### src/rtl/psd_pkg.sv
// Shared types and constants for the program stream audio track demultiplexer.
`timescale 1ns / 1ps

package psd_pkg;

   localparam int ByteW   = 8;
   localparam int TrackW  = 3;
   localparam int StatusW = 3;

   // Status codes carried with a result.
   localparam logic [StatusW-1:0] STAT_NONE     = 3'd0;
   localparam logic [StatusW-1:0] STAT_END      = 3'd1;
   localparam logic [StatusW-1:0] STAT_NO_PACK  = 3'd2;
   localparam logic [StatusW-1:0] STAT_BAD_END  = 3'd3;
   localparam logic [StatusW-1:0] STAT_TRUNC    = 3'd4;
   localparam logic [StatusW-1:0] STAT_BAD_HLEN = 3'd5;

   // Start codes and stream ids.
   localparam logic [31:0] PACK_START_CODE  = 32'h0000_01ba;
   localparam logic [31:0] PROGRAM_END_CODE = 32'h0000_01b9;
   localparam logic [23:0] START_PREFIX     = 24'h00_0001;
   localparam logic [7:0]  PRIVATE_STREAM_1 = 8'hbd;
   localparam logic [7:0]  SUBSTREAM_BASE   = 8'h80;

   // One parsed byte's outcome.
   typedef struct packed {
      logic               has_result;
      logic               payload_valid;
      logic [ByteW-1:0]   payload_byte;
      logic [StatusW-1:0] status;
   } result_type;

endpackage

### src/rtl/psd_parser.sv
// Byte parser: parse state registers and the per-byte next-state logic.
`timescale 1ns / 1ps

module psd_parser
   import psd_pkg::*;
(
   input  logic              clock,
   input  logic              reset,
   input  logic              step_en,
   input  logic [ByteW-1:0]  data_byte,
   input  logic              is_last,
   input  logic [TrackW-1:0] track_select,
   output result_type        result
);

   localparam logic [2:0] PH_START    = 3'd0;
   localparam logic [2:0] PH_PACK     = 3'd1;
   localparam logic [2:0] PH_LOOK     = 3'd2;
   localparam logic [2:0] PH_PES_HEAD = 3'd3;
   localparam logic [2:0] PH_PRIV     = 3'd4;
   localparam logic [2:0] PH_SKIP     = 3'd5;
   localparam logic [2:0] PH_DONE     = 3'd6;

   logic [2:0]  phase_ff,   phase_in;
   logic [31:0] recent_ff,  recent_in;
   logic [8:0]  index_ff,   index_in;
   logic [15:0] left_ff,    left_in;
   logic [15:0] plen_ff,    plen_in;
   logic [7:0]  hlen_ff,    hlen_in;
   logic [7:0]  sid_ff,     sid_in;
   logic        emit_ff,    emit_in;

   logic [31:0]        shifted;
   logic [15:0]        plen_full;
   logic [15:0]        left_dec;
   logic [8:0]         tag_index;
   logic [8:0]         data_index;
   logic [8:0]         need_len;
   logic [7:0]         substream;
   logic               pay_valid;
   logic [StatusW-1:0] status;

   always_comb begin
      shifted    = {recent_ff[23:0], data_byte};
      plen_full  = {plen_ff[15:8], data_byte};
      left_dec   = (left_ff != 16'd0) ? left_ff - 16'd1 : left_ff;
      tag_index  = {1'b0, hlen_ff} + 9'd9;
      data_index = {1'b0, hlen_ff} + 9'd13;
      need_len   = {1'b0, data_byte} + 9'd7;
      substream  = SUBSTREAM_BASE + {5'd0, track_select};

      phase_in  = phase_ff;
      recent_in = recent_ff;
      index_in  = index_ff;
      left_in   = left_ff;
      plen_in   = plen_ff;
      hlen_in   = hlen_ff;
      sid_in    = sid_ff;
      emit_in   = emit_ff;
      pay_valid = 1'b0;
      status    = STAT_NONE;

      case (phase_ff)
         PH_START, PH_LOOK: begin
            recent_in = shifted;
            index_in  = index_ff + 9'd1;
            if (index_ff >= 9'd3) begin
               if (shifted == PACK_START_CODE) begin
                  phase_in = PH_PACK;
                  index_in = 9'd4;
               end else if (phase_ff == PH_START) begin
                  status = STAT_NO_PACK;
               end else if (shifted == PROGRAM_END_CODE) begin
                  status = STAT_END;
               end else if (shifted[31:8] == START_PREFIX) begin
                  sid_in   = shifted[7:0];
                  phase_in = PH_PES_HEAD;
                  index_in = 9'd4;
               end else begin
                  status = STAT_BAD_END;
               end
            end
         end
         PH_PACK: begin
            if (index_ff >= 9'd13) begin
               // Last pack header byte: its low bits count the stuffing bytes.
               left_in = {13'd0, data_byte[2:0]};
               if (data_byte[2:0] == 3'd0) begin
                  phase_in = PH_LOOK;
                  index_in = 9'd0;
               end else begin
                  phase_in = PH_SKIP;
               end
            end else begin
               index_in = index_ff + 9'd1;
            end
         end
         PH_PES_HEAD: begin
            if (index_ff == 9'd4) begin
               plen_in  = {data_byte, 8'h00};
               index_in = index_ff + 9'd1;
            end else if (index_ff == 9'd5) begin
               plen_in = plen_full;
               if (sid_ff != PRIVATE_STREAM_1) begin
                  left_in = plen_full;
                  if (plen_full == 16'd0) begin
                     phase_in = PH_LOOK;
                     index_in = 9'd0;
                  end else begin
                     phase_in = PH_SKIP;
                  end
               end else if (plen_full < 16'd3) begin
                  status = STAT_BAD_HLEN;
               end else begin
                  index_in = index_ff + 9'd1;
               end
            end else if (index_ff >= 9'd8) begin
               hlen_in = data_byte;
               if ({7'd0, need_len} > plen_ff) begin
                  status = STAT_BAD_HLEN;
               end else begin
                  left_in  = plen_ff - 16'd3;
                  emit_in  = 1'b0;
                  phase_in = PH_PRIV;
                  index_in = index_ff + 9'd1;
               end
            end else begin
               index_in = index_ff + 9'd1;
            end
         end
         PH_PRIV: begin
            if (index_ff == tag_index) begin
               emit_in = (data_byte == substream);
            end else if (index_ff >= data_index && emit_ff) begin
               pay_valid = 1'b1;
            end
            if (index_ff != 9'h1ff) begin
               index_in = index_ff + 9'd1;
            end
            left_in = left_dec;
            if (left_dec == 16'd0) begin
               phase_in = PH_LOOK;
               index_in = 9'd0;
            end
         end
         PH_SKIP: begin
            left_in = left_dec;
            if (left_dec == 16'd0) begin
               phase_in = PH_LOOK;
               index_in = 9'd0;
            end
         end
         default: begin
         end
      endcase

      // Any final byte that closes nothing else reports truncation.
      if (phase_ff != PH_DONE) begin
         if (status == STAT_NONE && is_last) begin
            status = STAT_TRUNC;
         end
         if (status != STAT_NONE) begin
            phase_in = PH_DONE;
         end
      end

      result.has_result    = pay_valid || (status != STAT_NONE);
      result.payload_valid = pay_valid;
      result.payload_byte  = pay_valid ? data_byte : 8'h00;
      result.status        = status;
   end

   always_ff @(posedge clock) begin
      if (reset) begin
         phase_ff  <= PH_START;
         recent_ff <= '0;
         index_ff  <= '0;
         left_ff   <= '0;
         plen_ff   <= '0;
         hlen_ff   <= '0;
         sid_ff    <= '0;
         emit_ff   <= 1'b0;
      end else if (step_en) begin
         phase_ff  <= phase_in;
         recent_ff <= recent_in;
         index_ff  <= index_in;
         left_ff   <= left_in;
         plen_ff   <= plen_in;
         hlen_ff   <= hlen_in;
         sid_ff    <= sid_in;
         emit_ff   <= emit_in;
      end
   end

endmodule

### src/rtl/program_stream_ac3_track_demux.sv
// Top level of the program stream audio track demultiplexer.
//
//   channel   direction  handshake              payload
//   req       in         req_valid / req_stall  req_data_byte, req_is_last
//   rsp       out        rsp_valid / rsp_stall  rsp_payload_valid, rsp_payload_byte, rsp_status
//   csr       in         csr_wr_en              csr_wr_data (track select)
//
// One byte per cycle while results are not stalled: a byte is held in the input
// register, and its parse step writes the result register, so each result passes
// through both registers.  The per-byte parse step sets the rate.
// Reset is synchronous and clears the parse state and the track select, and
// empties both registers.  A held result stalls the parse step; the input register
// still takes one more byte, after which req_stall rises.
`timescale 1ns / 1ps

module program_stream_ac3_track_demux
   import psd_pkg::*;
(
   input  logic               clock,
   input  logic               reset,
   input  logic               req_valid,
   output logic               req_stall,
   input  logic [ByteW-1:0]   req_data_byte,
   input  logic               req_is_last,
   output logic               rsp_valid,
   input  logic               rsp_stall,
   output logic               rsp_payload_valid,
   output logic [ByteW-1:0]   rsp_payload_byte,
   output logic [StatusW-1:0] rsp_status,
   input  logic               csr_wr_en,
   input  logic [TrackW-1:0]  csr_wr_data
);

   logic [TrackW-1:0] track_ff;
   logic              in_valid_ff, in_valid_in;
   logic [ByteW-1:0]  in_byte_ff;
   logic              in_last_ff;
   logic              out_valid_ff, out_valid_in;
   result_type        out_ff;
   result_type        result;
   logic              advance;
   logic              req_take;

   // The buffered byte moves on whenever the result register can take a result.
   assign advance   = in_valid_ff && (!out_valid_ff || !rsp_stall);
   assign req_stall = in_valid_ff && !advance;
   assign req_take  = req_valid && !req_stall;

   always_comb begin
      in_valid_in = in_valid_ff;
      if (req_take) begin
         in_valid_in = 1'b1;
      end else if (advance) begin
         in_valid_in = 1'b0;
      end
      out_valid_in = out_valid_ff;
      if (advance && result.has_result) begin
         out_valid_in = 1'b1;
      end else if (out_valid_ff && !rsp_stall) begin
         out_valid_in = 1'b0;
      end
   end

   psd_parser u_parser (
      .clock        (clock),
      .reset        (reset),
      .step_en      (advance),
      .data_byte    (in_byte_ff),
      .is_last      (in_last_ff),
      .track_select (track_ff),
      .result       (result)
   );

   always_ff @(posedge clock) begin
      if (reset) begin
         track_ff     <= '0;
         in_valid_ff  <= 1'b0;
         out_valid_ff <= 1'b0;
      end else begin
         if (csr_wr_en) begin
            track_ff <= csr_wr_data;
         end
         in_valid_ff  <= in_valid_in;
         out_valid_ff <= out_valid_in;
      end
   end

   always_ff @(posedge clock) begin
      if (req_take) begin
         in_byte_ff <= req_data_byte;
         in_last_ff <= req_is_last;
      end
      if (advance && result.has_result) begin
         out_ff <= result;
      end
   end

   assign rsp_valid         = out_valid_ff;
   assign rsp_payload_valid = out_ff.payload_valid;
   assign rsp_payload_byte  = out_ff.payload_byte;
   assign rsp_status        = out_ff.status;

endmodule

### config.mk
export PLATFORM = sky130hd
export DESIGN_NAME = program_stream_ac3_track_demux
export DESIGN_NICKNAME = d
export VERILOG_FILES = /design/src/rtl/psd_pkg.sv /design/src/rtl/psd_parser.sv /design/src/rtl/program_stream_ac3_track_demux.sv
export SDC_FILE = /design/constraint.sdc
export NUM_CORES = 1
export LEC_CHECK = 0
export BUFFER_PORTS_ARGS = -buffer_cell sky130_fd_sc_hd__buf_2
export CAP_MARGIN = 10
export CORE_AREA = 2 2 144 146
export DETAILED_ROUTE_END_ITERATION = 8
export DIE_AREA = 0 0 146 148
export HOLD_SLACK_MARGIN = 0.03
export PLACE_DENSITY_LB_ADDON = 0.05
export SETUP_SLACK_MARGIN = 0.2
export SLEW_MARGIN = 10
export SYNTH_ARGS = -nofsm -noshare
export SYNTH_HDL_FRONTEND = slang
export SYNTH_SLANG_ARGS = --single-unit
### constraint.sdc
create_clock -name clock -period 5.7 [get_ports clock]
set_input_delay 0.285 -clock clock [delete_from_list [all_inputs] [get_ports clock]]
set_output_delay 0.285 -clock clock [all_outputs]
set_load 0.05 [all_outputs]
==> flow_summary.yaml, run 1 <==
global_route:
  antenna_found_initial: 0
  grt_first_pass_wirelength_mm: 32.48
  grt_pass1_vias: 5833
  grt_start_max_net_pins: 84
  grt-ovfl-total: 0
  grtUsageTotal_pct: 18.95
status:
  outcome: "completed"
timing:
  timing.slew.headroom_pct: 25.93
  fmax_mhz: 219.4
  hold_viol_final: 0
  rsz0062_at_grt: "false"
  clock_skew_ns: 0.01104
  tightestPinTransition_ns: 1.104
  post-route-min-period_ns: 4.557
  period_share_pct: 79.95
  setup_violations: 0
  drv_slew: 0
  setup_tns_ns: 0
yosys:
  synth_ff_type: "dfxtp_1"
  synth_edf_count: 21
  syn_nets: 893
  synth_area_per_cell_sq_um: 8.140
  syn_area_sq_mm: 0.006887
  netlist.top_cell.by_area: "dfxtp_1"
  ys_top_cells_by_area: "dfxtp_1, edfxtp_1, a21oi_1"
  syn_inst: 846
  synthDistinctLibCells: 82
  ys_warn_count: 0
  ys_seq_area_share_pct: 35.32
  synth_top_area_share_pct: 26.16
  async_reset_ff_share_pct: 0
  synth-seq-cells: 111
placement:
  io_buffers: 30
  place_congestion: 0.9124
  dp.cells: 1097
  dp_hpwl_mm: 14.95
cts:
  cts.path.max_buffers: 2
  cts-root-buf: "clkbuf_16"
  clkSlewWorstSetupHoldPaths_ns: 0.09
  htree_levels: 3
  tritoncts: "yes"
  holdBufCountCts: 0
  cts.sinks: 111
  numCtsBuffers: 9
  ctsResizeCount: 0
  worstSkewPairLatency_ns: 0.37
  post_cts_buffers: 0
critical_path:
  cp.buffers_inverters: 1
  path_cells: "inv_1, ha_1, nand2_1, and2_1, xor2_1, ha_1, a21oi_1, nor2b_1, o41ai_1, nand2_1, a311oi_2, o21ai_0, a21oi_1"
  rrSetupSlack_ns: 1.14
  crit_family: "compound AO/OA/AOI/OAI gates"
  endpoint_kind: "flip-flop"
  slowest_delay_ns: 1.00
  arrival_ns: 4.86
  crit_path_top_delay_cell: "a311oi_2"
  crit_required_ns: 6.00
  cp_max_fo: 17
  path_class: "flip-flop to flip-flop"
  crit_path_start_kind: "flip-flop"
floorplan:
  initial_core_util_pct: 34.37
  die_h_microns: 148
  top_level_ports: 31
  dieArea_sq_mm: 0.02161
  rows: 52
  core_area_sq_mm: 0.02004
  die_width_microns: 146
cells_and_area:
  diodes: 0
  area_growth_pct: 8.339
  final_common_cell: "nand2_1"
  mostFrequentLayoutCells: "nand2_1, nor2_1, dfxtp_1, a21oi_1, o21ai_0"
  final_cells: 1113
  drive_gt1_share_pct: 9.609
  nNetsFinal: 885
  nFillCells: 2170
drt:
  wl_mm: 20.46
  vias: 6158
  drt_iter0_drc: 505
  viasPerCell: 5.533
  drc: 0
  avgRoutedWirePerCell_microns: 18.38
  antenna_left: 0
  dr.pass1.iters: 5
pwr:
  p_leak_nw: 2.817
  p_per_area_mw_per_mm2: 229.5
  irDropWorstVdd_mv: 0.1456
hold_path:
  hp-class: "input port to flip-flop"
run:
  cap_violations: 0
==> through the flow <==
stage / setup WS (ns) / utilization [%] / cell area (sq um) / total power (W) / hold WS, ns
floorplan: 1.973 / - / 6887 / 0.0009960 / 0.3839
global placement: 1.426 / 35.63 / 7141 / 0.001055 / 0.4449
detailed placement: 1.197 / 35.63 / 7141 / 0.001055 / 0.4525
CTS: 1.182 / 37.23 / 7461 / 0.001736 / 0.07321
global route: 0.5763 / 37.23 / 7461 / 0.001792 / 0.06741
finish: 1.143 / 37.23 / 7461 / 0.001712 / 0.08567
==> power breakdown <==
| group | internal (W) | switching (W) | leakage, nW | total, W |
|---|---|---|---|---|
| clock network | 0.000321 | 0.000354 | 0.151 | 0.000675 |
| logic | 0.0000696 | 0.000126 | 1.74 | 0.000196 |
| registers | 0.000814 | 0.0000272 | 0.931 | 0.000841 |
| total | 0.00120 | 0.000507 | 2.82 | 0.00171 |
==> per-layer routing <==
| metal | up-vias | global-route usage (%) | routed length (microns) |
|---|---|---|---|
| li1 | 3025 | - | - |
| met2 | 166 | 30.85 | 9378 |
| met1 | 2946 | 26.16 | 9743 |
| met5 | - | 0 | 0 |
| met3 | 21 | 3.457 | 990 |
| met4 | 0 | 4.515 | 349 |
==> synth_stat cells (6+ instances only) <==
library cell   n
or4_1          7
nor3_1        28
nand3_1       29
nor2b_1        8
dfxtp_1       90
clkbuf_8       6
a21o_1         6
a221o_1        6
a211oi_1       6
nand2_1       97
clkbuf_1      42
xor2_1         8
nor4_1        21
or3_1          6
ha_1          30
edfxtp_1      21
nor2_1        96
inv_1         29
a21oi_1       80
xnor2_1       28
mux2i_1       23
and2_1        12
o21ai_0       39
and3_1         9
==> final timing paths <==
kind,startpoint,endpoint,cells after the start
worst max register to register,in_byte_ff[0],u_parser.left_ff[13],13
worst min-delay path,req_data_byte[2],in_byte_ff[2],1
worst max-delay path,in_byte_ff[0],u_parser.left_ff[13],13
worst min register to register,u_parser.recent_ff[18],u_parser.recent_ff[18],2
==> area by class of cell <==
class | instances | area, sq um | share of cell area, %
well taps | 270 | 337.8 | 4.528
clock buffers | 9 | 225.2 | 3.019
clock inverters | 7 | 95.09 | 1.275
repair buffers | 36 | 195.2 | 2.616
inverters | 29 | 108.9 | 1.459
flip-flops and latches | 111 | 2432 | 32.60
multi-input cells | 651 | 4066 | 54.50
==> cells by family after synthesis <==
| family | share of synthesized area [%] |
|---|---|
| AND/OR/NAND/NOR | 26.25 |
| buffers and inverters | 5.887 |
| multiplexers | 3.670 |
| flip-flops | 35.32 |
| AO/OA/AOI/OAI | 18.84 |
| XOR/XNOR | 4.579 |
| adder cells (fa/ha/maj) | 5.451 |
==> flip-flops by register name, indices dropped and copies added (netlist names) <==
| register | count |
|---|---|
| rsp_status | 3 |
| in_byte_ff | 8 |
| u_parser.recent_ff | 24 |
| rsp_payload_valid | 1 |
| in_valid_ff | 1 |
| u_parser.hlen_ff | 8 |
| u_parser.plen_ff | 16 |
| u_parser.phase_ff | 3 |
| track_ff | 3 |
| u_parser.index_ff | 9 |
| rsp_valid | 1 |
| in_last_ff | 1 |
| u_parser.emit_ff | 1 |
| u_parser.left_ff | 16 |
| rsp_payload_byte | 8 |
| u_parser.sid_ff | 8 |
Note: power is estimated with default switching activity, not from simulation.
==> run 2, diff against run 1 <==
- ABC_AREA: default -> 1
- clock period: 5.7 -> 4 ns (I/O delays scaled with it)
==> run 2 against run 1 <==
Effect of this change:
- combinational power increased to 3.9 times the previous value
- largest cell class unchanged
- sequential share of layout area decreased by 1.1 points
- cell count increased by 17%
- via count increased by 5.2%
- worst hold slack got worse by 0.019 ns
- maximum frequency increased by 36%
- clock power increased by 44%
- non-clock buffer count increased by 14
- utilization increased by 1.3 points
- register-to-register slack got worse by 0.48 ns
==> flow_summary.yaml, run 2 <==
yosys:
  synth_ff_type: "dfxtp_1"
  synthDistinctLibCells: 46
  async_reset_ff_share_pct: 0
  ys_warn_count: 0
  synth-seq-cells: 111
  syn_area_sq_mm: 0.006898
  yosysMostFrequentCell: "nand2_1"
  netlist.top_cell.by_area: "dfxtp_1"
  syn_inst: 999
  ys_top_cells_by_area: "dfxtp_1, nand2_1, nor2_1"
  syn_nets: 1046
  synth_top_area_share_pct: 26.12
  ys_seq_area_share_pct: 35.26
  synth_edf_count: 21
  synth_common_cells: "nand2_1, nor2_1, inv_1, dfxtp_1, a21oi_1"
  synth_area_per_cell_sq_um: 6.905
critical_path:
  r2r-end: "rsp_payload_byte[1]"
  rrSetupSlack_ns: 0.66
  cpMostUsedCell: "nand2_1"
  crit_required_ns: 4.01
  slowest_delay_ns: 0.35
  crit_path_top_delay_cell: "edfxtp_1"
  path_class: "flip-flop to flip-flop"
  arrival_ns: 3.35
  cp.buffers_inverters: 3
  cp_max_fo: 12
  endpoint_kind: "flip-flop"
  r2r_start: "in_byte_ff[0]"
  ff2ff_path_depth: 23
  path_cells: "inv_1, ha_1, nand2_1, nand2_1, nor2_1, nand3_1, nand2_1, inv_1, ha_1, nand2_1, nor2_1, nand2_1, nand2_1, nand2_1, nand2_1, nand3_1, nand2_1, nand2_1, o31ai_2, nand2_1, nand2_1, nand2_1, inv_1"
  crit_family: "simple AND/OR/NAND/NOR gates"
  crit_path_start_kind: "flip-flop"
cells_and_area:
  reg.largest.list: "u_parser.recent_ff x24, u_parser.left_ff x16, u_parser.plen_ff x16"
  fin_area_sq_mm: 0.007714
  final_common_cell: "nand2_1"
  largest_register: "u_parser.recent_ff"
  mostFrequentLayoutCells: "nand2_1, nor2_1, inv_1, dfxtp_1, a21oi_1"
  diodes: 0
  final_cells: 1304
  fin_util_pct: 38.49
  drive_gt1_share_pct: 8.221
  nNetsFinal: 1076
  multiInputGateArea_sq_mm: 0.003875
  register_area_sq_mm: 0.002432
  nFillCells: 2200
  area_growth_pct: 11.83
  largest_reg_flops: 24
drt:
  viasPerCell: 4.970
  dr.pass1.iters: 5
  avgRoutedWirePerCell_microns: 16.32
  vias: 6481
  drt_iter0_drc: 314
  drc: 0
  wl_mm: 21.28
  antenna_left: 0
cts:
  cts.sinks: 111
  numCtsBuffers: 9
  cts-root-buf: "clkbuf_16"
  htree_levels: 3
  holdBufCountCts: 9
  cts.path.max_buffers: 2
  clkSlewWorstSetupHoldPaths_ns: 0.08
  post_cts_buffers: 0
  worstSkewPairLatency_ns: 0.37
  tritoncts: "yes"
  ctsResizeCount: 0
global_route:
  grt_start_max_net_pins: 71
  grt_first_pass_wirelength_mm: 34.09
  grt-ovfl-total: 0
  grtUsageTotal_pct: 20.12
  antenna_found_initial: 0
  grt_pass1_vias: 6172
pwr:
  p_per_area_mw_per_mm2: 389.2
  p_leak_nw: 3.405
  irDropWorstVdd_mv: 0.1850
  total_power_w: 0.003002
floorplan:
  initial_core_util_pct: 34.42
  rows: 52
  dieArea_sq_mm: 0.02161
  core_area_sq_mm: 0.02004
  die_h_microns: 148
  die_width_microns: 146
  top_level_ports: 31
timing:
  setup_tns_ns: 0
  post-route-min-period_ns: 3.339
  tightestPinTransition_ns: 0.7069
  timing.slew.headroom_pct: 52.88
  fmax_mhz: 299.5
  period_share_pct: 83.48
  setup_violations: 0
  rsz0062_at_grt: "false"
  hold_viol_final: 0
  clock_skew_ns: 0.01430
  drv_slew: 0
hold_path:
  hp-class: "input port to flip-flop"
  min_from: "csr_wr_data[0]"
  hold_depth: 3
  holdPathEnd: "track_ff[0]"
placement:
  postPlaceCellArea_sq_mm: 0.007321
  dp.cells: 1279
  io_buffers: 30
  place_congestion: 0.8983
  dp_hpwl_mm: 15.78
status:
  outcome: "completed"
run:
  cap_violations: 0
## run 2: changes by cell type in the layout (fill, tap and decap cells not counted), sizes merged, moves of 17 or more
| cell | previous run | this run |
|---|---|---|
| nor2 | 97 | 192 |
| inv | 32 | 121 |
| nand2 | 97 | 185 |
| o21ai | 41 | 83 |
| nand3 | 29 | 59 |
| mux2i | 23 | 0 |
| nor3 | 28 | 5 |
| xnor2 | 28 | 5 |
| nor4 | 22 | 3 |
| xor2 | 8 | 25 |
## run 2: report_power, final
| group | internal [W] | switching [W] |
|---|---|---|
| logic | 0.000237 | 0.000524 |
| clock network | 0.000500 | 0.000471 |
| registers | 0.00121 | 0.0000648 |
| total | 0.00194 | 0.00106 |
## run 2: layout make-up
| type | instances | share of cell area, % |
|---|---|---|
| clock inverters | 6 | 0.9570 |
| flip-flops and latches | 111 | 31.53 |
| multi-input cells | 739 | 50.24 |
| repair buffers | 50 | 4.185 |
| well taps | 270 | 4.380 |
| clock buffers | 10 | 2.968 |
| inverters | 118 | 5.742 |
## run 2: cells by family after synthesis
kind of cell	count (synthesis)	share of synthesized area [%]
and+or+nand+nor	468	29.71
xor gates and xnor gates	30	3.809
AOI/OAI and AO/OA	211	17.21
adders and majority gates	30	5.442
DFF	111	35.26
buffers and inverters	149	8.561
## run 2: worst max path at each step
stage                              from                   to  slack, ns  cells past startpoint
after global placement    in_byte_ff[0]  rsp_payload_byte[5]       0.71                     24
after floorplan           in_byte_ff[0]  rsp_payload_byte[0]       0.99                     23
after detailed placement  in_byte_ff[0]  rsp_payload_byte[1]       0.67                     24
after CTS                 in_byte_ff[0]  rsp_payload_byte[1]       0.63                     23
after global routing      in_byte_ff[0]  rsp_payload_byte[6]       0.27                     24
final                     in_byte_ff[0]  rsp_payload_byte[1]       0.66                     23
## run 2: per-layer routing
layer | part of all wire (%) | track usage (%) | routed length [microns] | vias up
met3 | 3.0 | 2.284 | 645 | 24
met1 | 49 | 27.46 | 10420 | 2978
met5 | 0 | 0 | 0 | -
li1 | - | - | - | 3355
met2 | 46 | 33.35 | 9804 | 124
met4 | 1.9 | 6.650 | 412 | 0
## run 2: metrics by stage
step | worst slack (ns) | hold WS, ns
floorplan | 0.9881 | 0.2989
global placement | 0.7125 | 0.3761
detailed placement | 0.6709 | 0.3781
CTS | 0.6276 | 0.05033
global route | 0.2697 | 0.06966
finish | 0.6610 | 0.06632
## run 2: worst reg2reg max path: cells and delay by family, from the launching register on
family | cells | cell delay [ns]
adders and majority gates | 2 | 0.53
buffers and inverters | 3 | 0.53
DFF | 1 | 0.35
and+or+nand+nor | 17 | 1.49
AOI/OAI and AO/OA | 1 | 0.09
==> run 3, diff against run 2 <==
- ABC_AREA: 1 -> 0
- clock period: 4 -> 3.2 ns (I/O delays scaled with it)
==> run 3 against run 2 <==
Effect of this change:
- cell count shrank 5.8%
- wire length increased by 0.44%
- worst setup slack got worse by 0.61 ns
- clock skew is 0.0026 ns lower
- first-iteration DRC count increased by 16%
- worst hold slack got worse by 0.013 ns
- maximum frequency is 6.1% higher
- sequential power increased by 17%
- combinational power decreased by 28%
==> flow_summary.yaml, run 3 (synthesized netlist as in run 1, its figures left out) <==
critical_path:
  crit_path_start_kind: "flip-flop"
  path_cells: "inv_4, ha_4, nand2_4, and2_4, xor2_1, ha_1, nand4_1, nor3_2, nor3_2, o41ai_2, buf_4, o22a_1, o211ai_1, buf_4, buf_6, nor4_4, a211oi_2"
  crit_required_ns: 3.48
  slowest_delay_ns: 0.50
  crit_family: "compound AO/OA/AOI/OAI gates"
  cp_max_fo: 5
  crit_path_top_delay_cell: "edfxtp_1"
  arrival_ns: 3.43
  path_class: "flip-flop to flip-flop"
  cp.buffers_inverters: 4
  endpoint_kind: "flip-flop"
placement:
  postPlaceCellArea_sq_mm: 0.007829
  dp_hpwl_mm: 15.51
  io_buffers: 30
  place_congestion: 0.9062
cells_and_area:
  final_common_cell: "buf_4"
  drive_gt1_share_pct: 24.84
  largest_reg_flops: 24
  mostFrequentLayoutCells: "buf_4, nand2_1, nor2_1, dfxtp_1, a21oi_1"
  largest_register: "u_parser.recent_ff"
  nFillCells: 2062
  fin_area_sq_mm: 0.008760
  area_growth_pct: 27.20
  nNetsFinal: 1000
  diodes: 0
  reg.largest.list: "u_parser.recent_ff x24, u_parser.left_ff x16, u_parser.plen_ff x16"
timing:
  period_share_pct: 98.31
  clock_skew_ns: 0.01168
  post-route-min-period_ns: 3.146
  tightestPinTransition_ns: 1.031
  fmax_mhz: 317.9
  setup_tns_ns: 0
  setup_violations: 0
  whs_ns: 0.05293
  rsz0062_at_grt: "true"
  hold_viol_final: 0
  drv_slew: 0
  timing.slew.headroom_pct: 30.39
status:
  outcome: "completed"
cts:
  cts-root-buf: "clkbuf_16"
  htree_levels: 3
  worstSkewPairLatency_ns: 0.36
  cts.sinks: 111
  clkSlewWorstSetupHoldPaths_ns: 0.09
  numCtsBuffers: 9
  cts.path.max_buffers: 2
  tritoncts: "yes"
global_route:
  grt_pass1_vias: 6433
  grt_first_pass_wirelength_mm: 34.22
  grt-ovfl-total: 0
  antenna_found_initial: 0
  grtUsageTotal_pct: 19.87
  grt_start_max_net_pins: 54
pwr:
  p_per_area_mw_per_mm2: 368.8
  p_leak_nw: 3.451
  power_frac_clock_pct: 37.1
  irDropWorstVdd_mv: 0.2393
  sw_frac_of_total_pct: 29.52
  p_int_w: 0.002277
  seqPwrFrac_pct: 45.9
  comb_power_share_pct: 17.0
  switchingPower_w: 0.0009538
drt:
  drc: 0
  viasPerCell: 5.357
  wl_mm: 21.37
  drt_iter0_drc: 364
  vias: 6579
  avgRoutedWirePerCell_microns: 17.40
  dr.pass1.iters: 5
  antenna_left: 0
floorplan:
  die_h_microns: 148
  top_level_ports: 31
  initial_core_util_pct: 34.37
  die_width_microns: 146
  dieArea_sq_mm: 0.02161
  rows: 52
  core_area_sq_mm: 0.02004
hold_path:
  hp-class: "input port to flip-flop"
run:
  cap_violations: 0
==> run 3: changes by cell type in the layout (fill, tap and decap cells not counted), sizes merged, moves of 17 or more <==
cell / delta
nor3: +23
mux2i: +23
nor4: +19
buf: +98
nand3: -30
xor2: -17
nand2: -88
o21ai: -42
nor2: -95
xnor2: +23
inv: -90
==> run 3: stage by stage <==
stage	total power, W	util, %	setup slack, ns	instances
6_report	0.003231	43.71	0.05406	1228
3_5_place_dp	0.001968	39.07	-0.03695	1172
4_1_cts	0.003210	42.37	0.05346	1219
2_1_floorplan	0.001793	-	0.06362	846
3_3_place_gp	0.001966	39.07	0.005816	1172
5_1_grt	0.003380	43.71	-0.05597	1228
==> run 3: worst paths after layout <==
| path | start | end | slack (ns) | cells after the start |
|---|---|---|---|---|
| setup / recovery | in_byte_ff[1] | u_parser.phase_ff[2] | 0.05 | 17 |
| hold reg to reg | u_parser.recent_ff[23] | u_parser.recent_ff[23] | 0.46 | 2 |
| setup reg to reg | in_byte_ff[1] | u_parser.phase_ff[2] | 0.05 | 17 |
| hold / removal | csr_wr_data[2] | track_ff[2] | 0.05 | 3 |
==> run 3: metal layers <==
metal	track usage, %	wire (microns)	vias to the layer above
li1	-	-	3258
met1	27.62	10390	3201
met2	32.57	9986	101
met3	3.117	701	19
met4	4.612	291	0
met5	0	0	-
==> run 3: power by group through the flow <==
stage	Clock (W)	Sequential (W)	Combinational [W]
after floorplan	0	0.00151	0.000279
final	0.00120	0.00148	0.000551
after detailed placement	0	0.00151	0.000455
after global routing	0.00130	0.00149	0.000593
after global placement	0	0.00151	0.000453
after CTS	0.00123	0.00148	0.000498
==> run 3: worst min-delay path, stage by stage <==
cell	delay [ns]
buf_2	0.08
mux2i_1	0.06
nor2_1	0.08
==> run 3: what timing repair did <==
action                     CTS  global route
gates resized for setup     17            46
setup buffers               19             9
setup endpoints to repair   41            46
hold buffers                12             0
pin swaps                   13            25
hold endpoints to repair    12             0
==> run 3: area by class of cell <==
type / count / area (sq um) / share of cell area (%)
repair buffers: 151 / 1170 / 13.36
multi-input cells: 651 / 4388 / 50.09
well taps: 270 / 337.8 / 3.857
clock buffers: 10 / 239.0 / 2.728
flip-flops and latches: 111 / 2436 / 27.81
clock inverters: 6 / 72.57 / 0.8285
inverters: 29 / 116.4 / 1.328
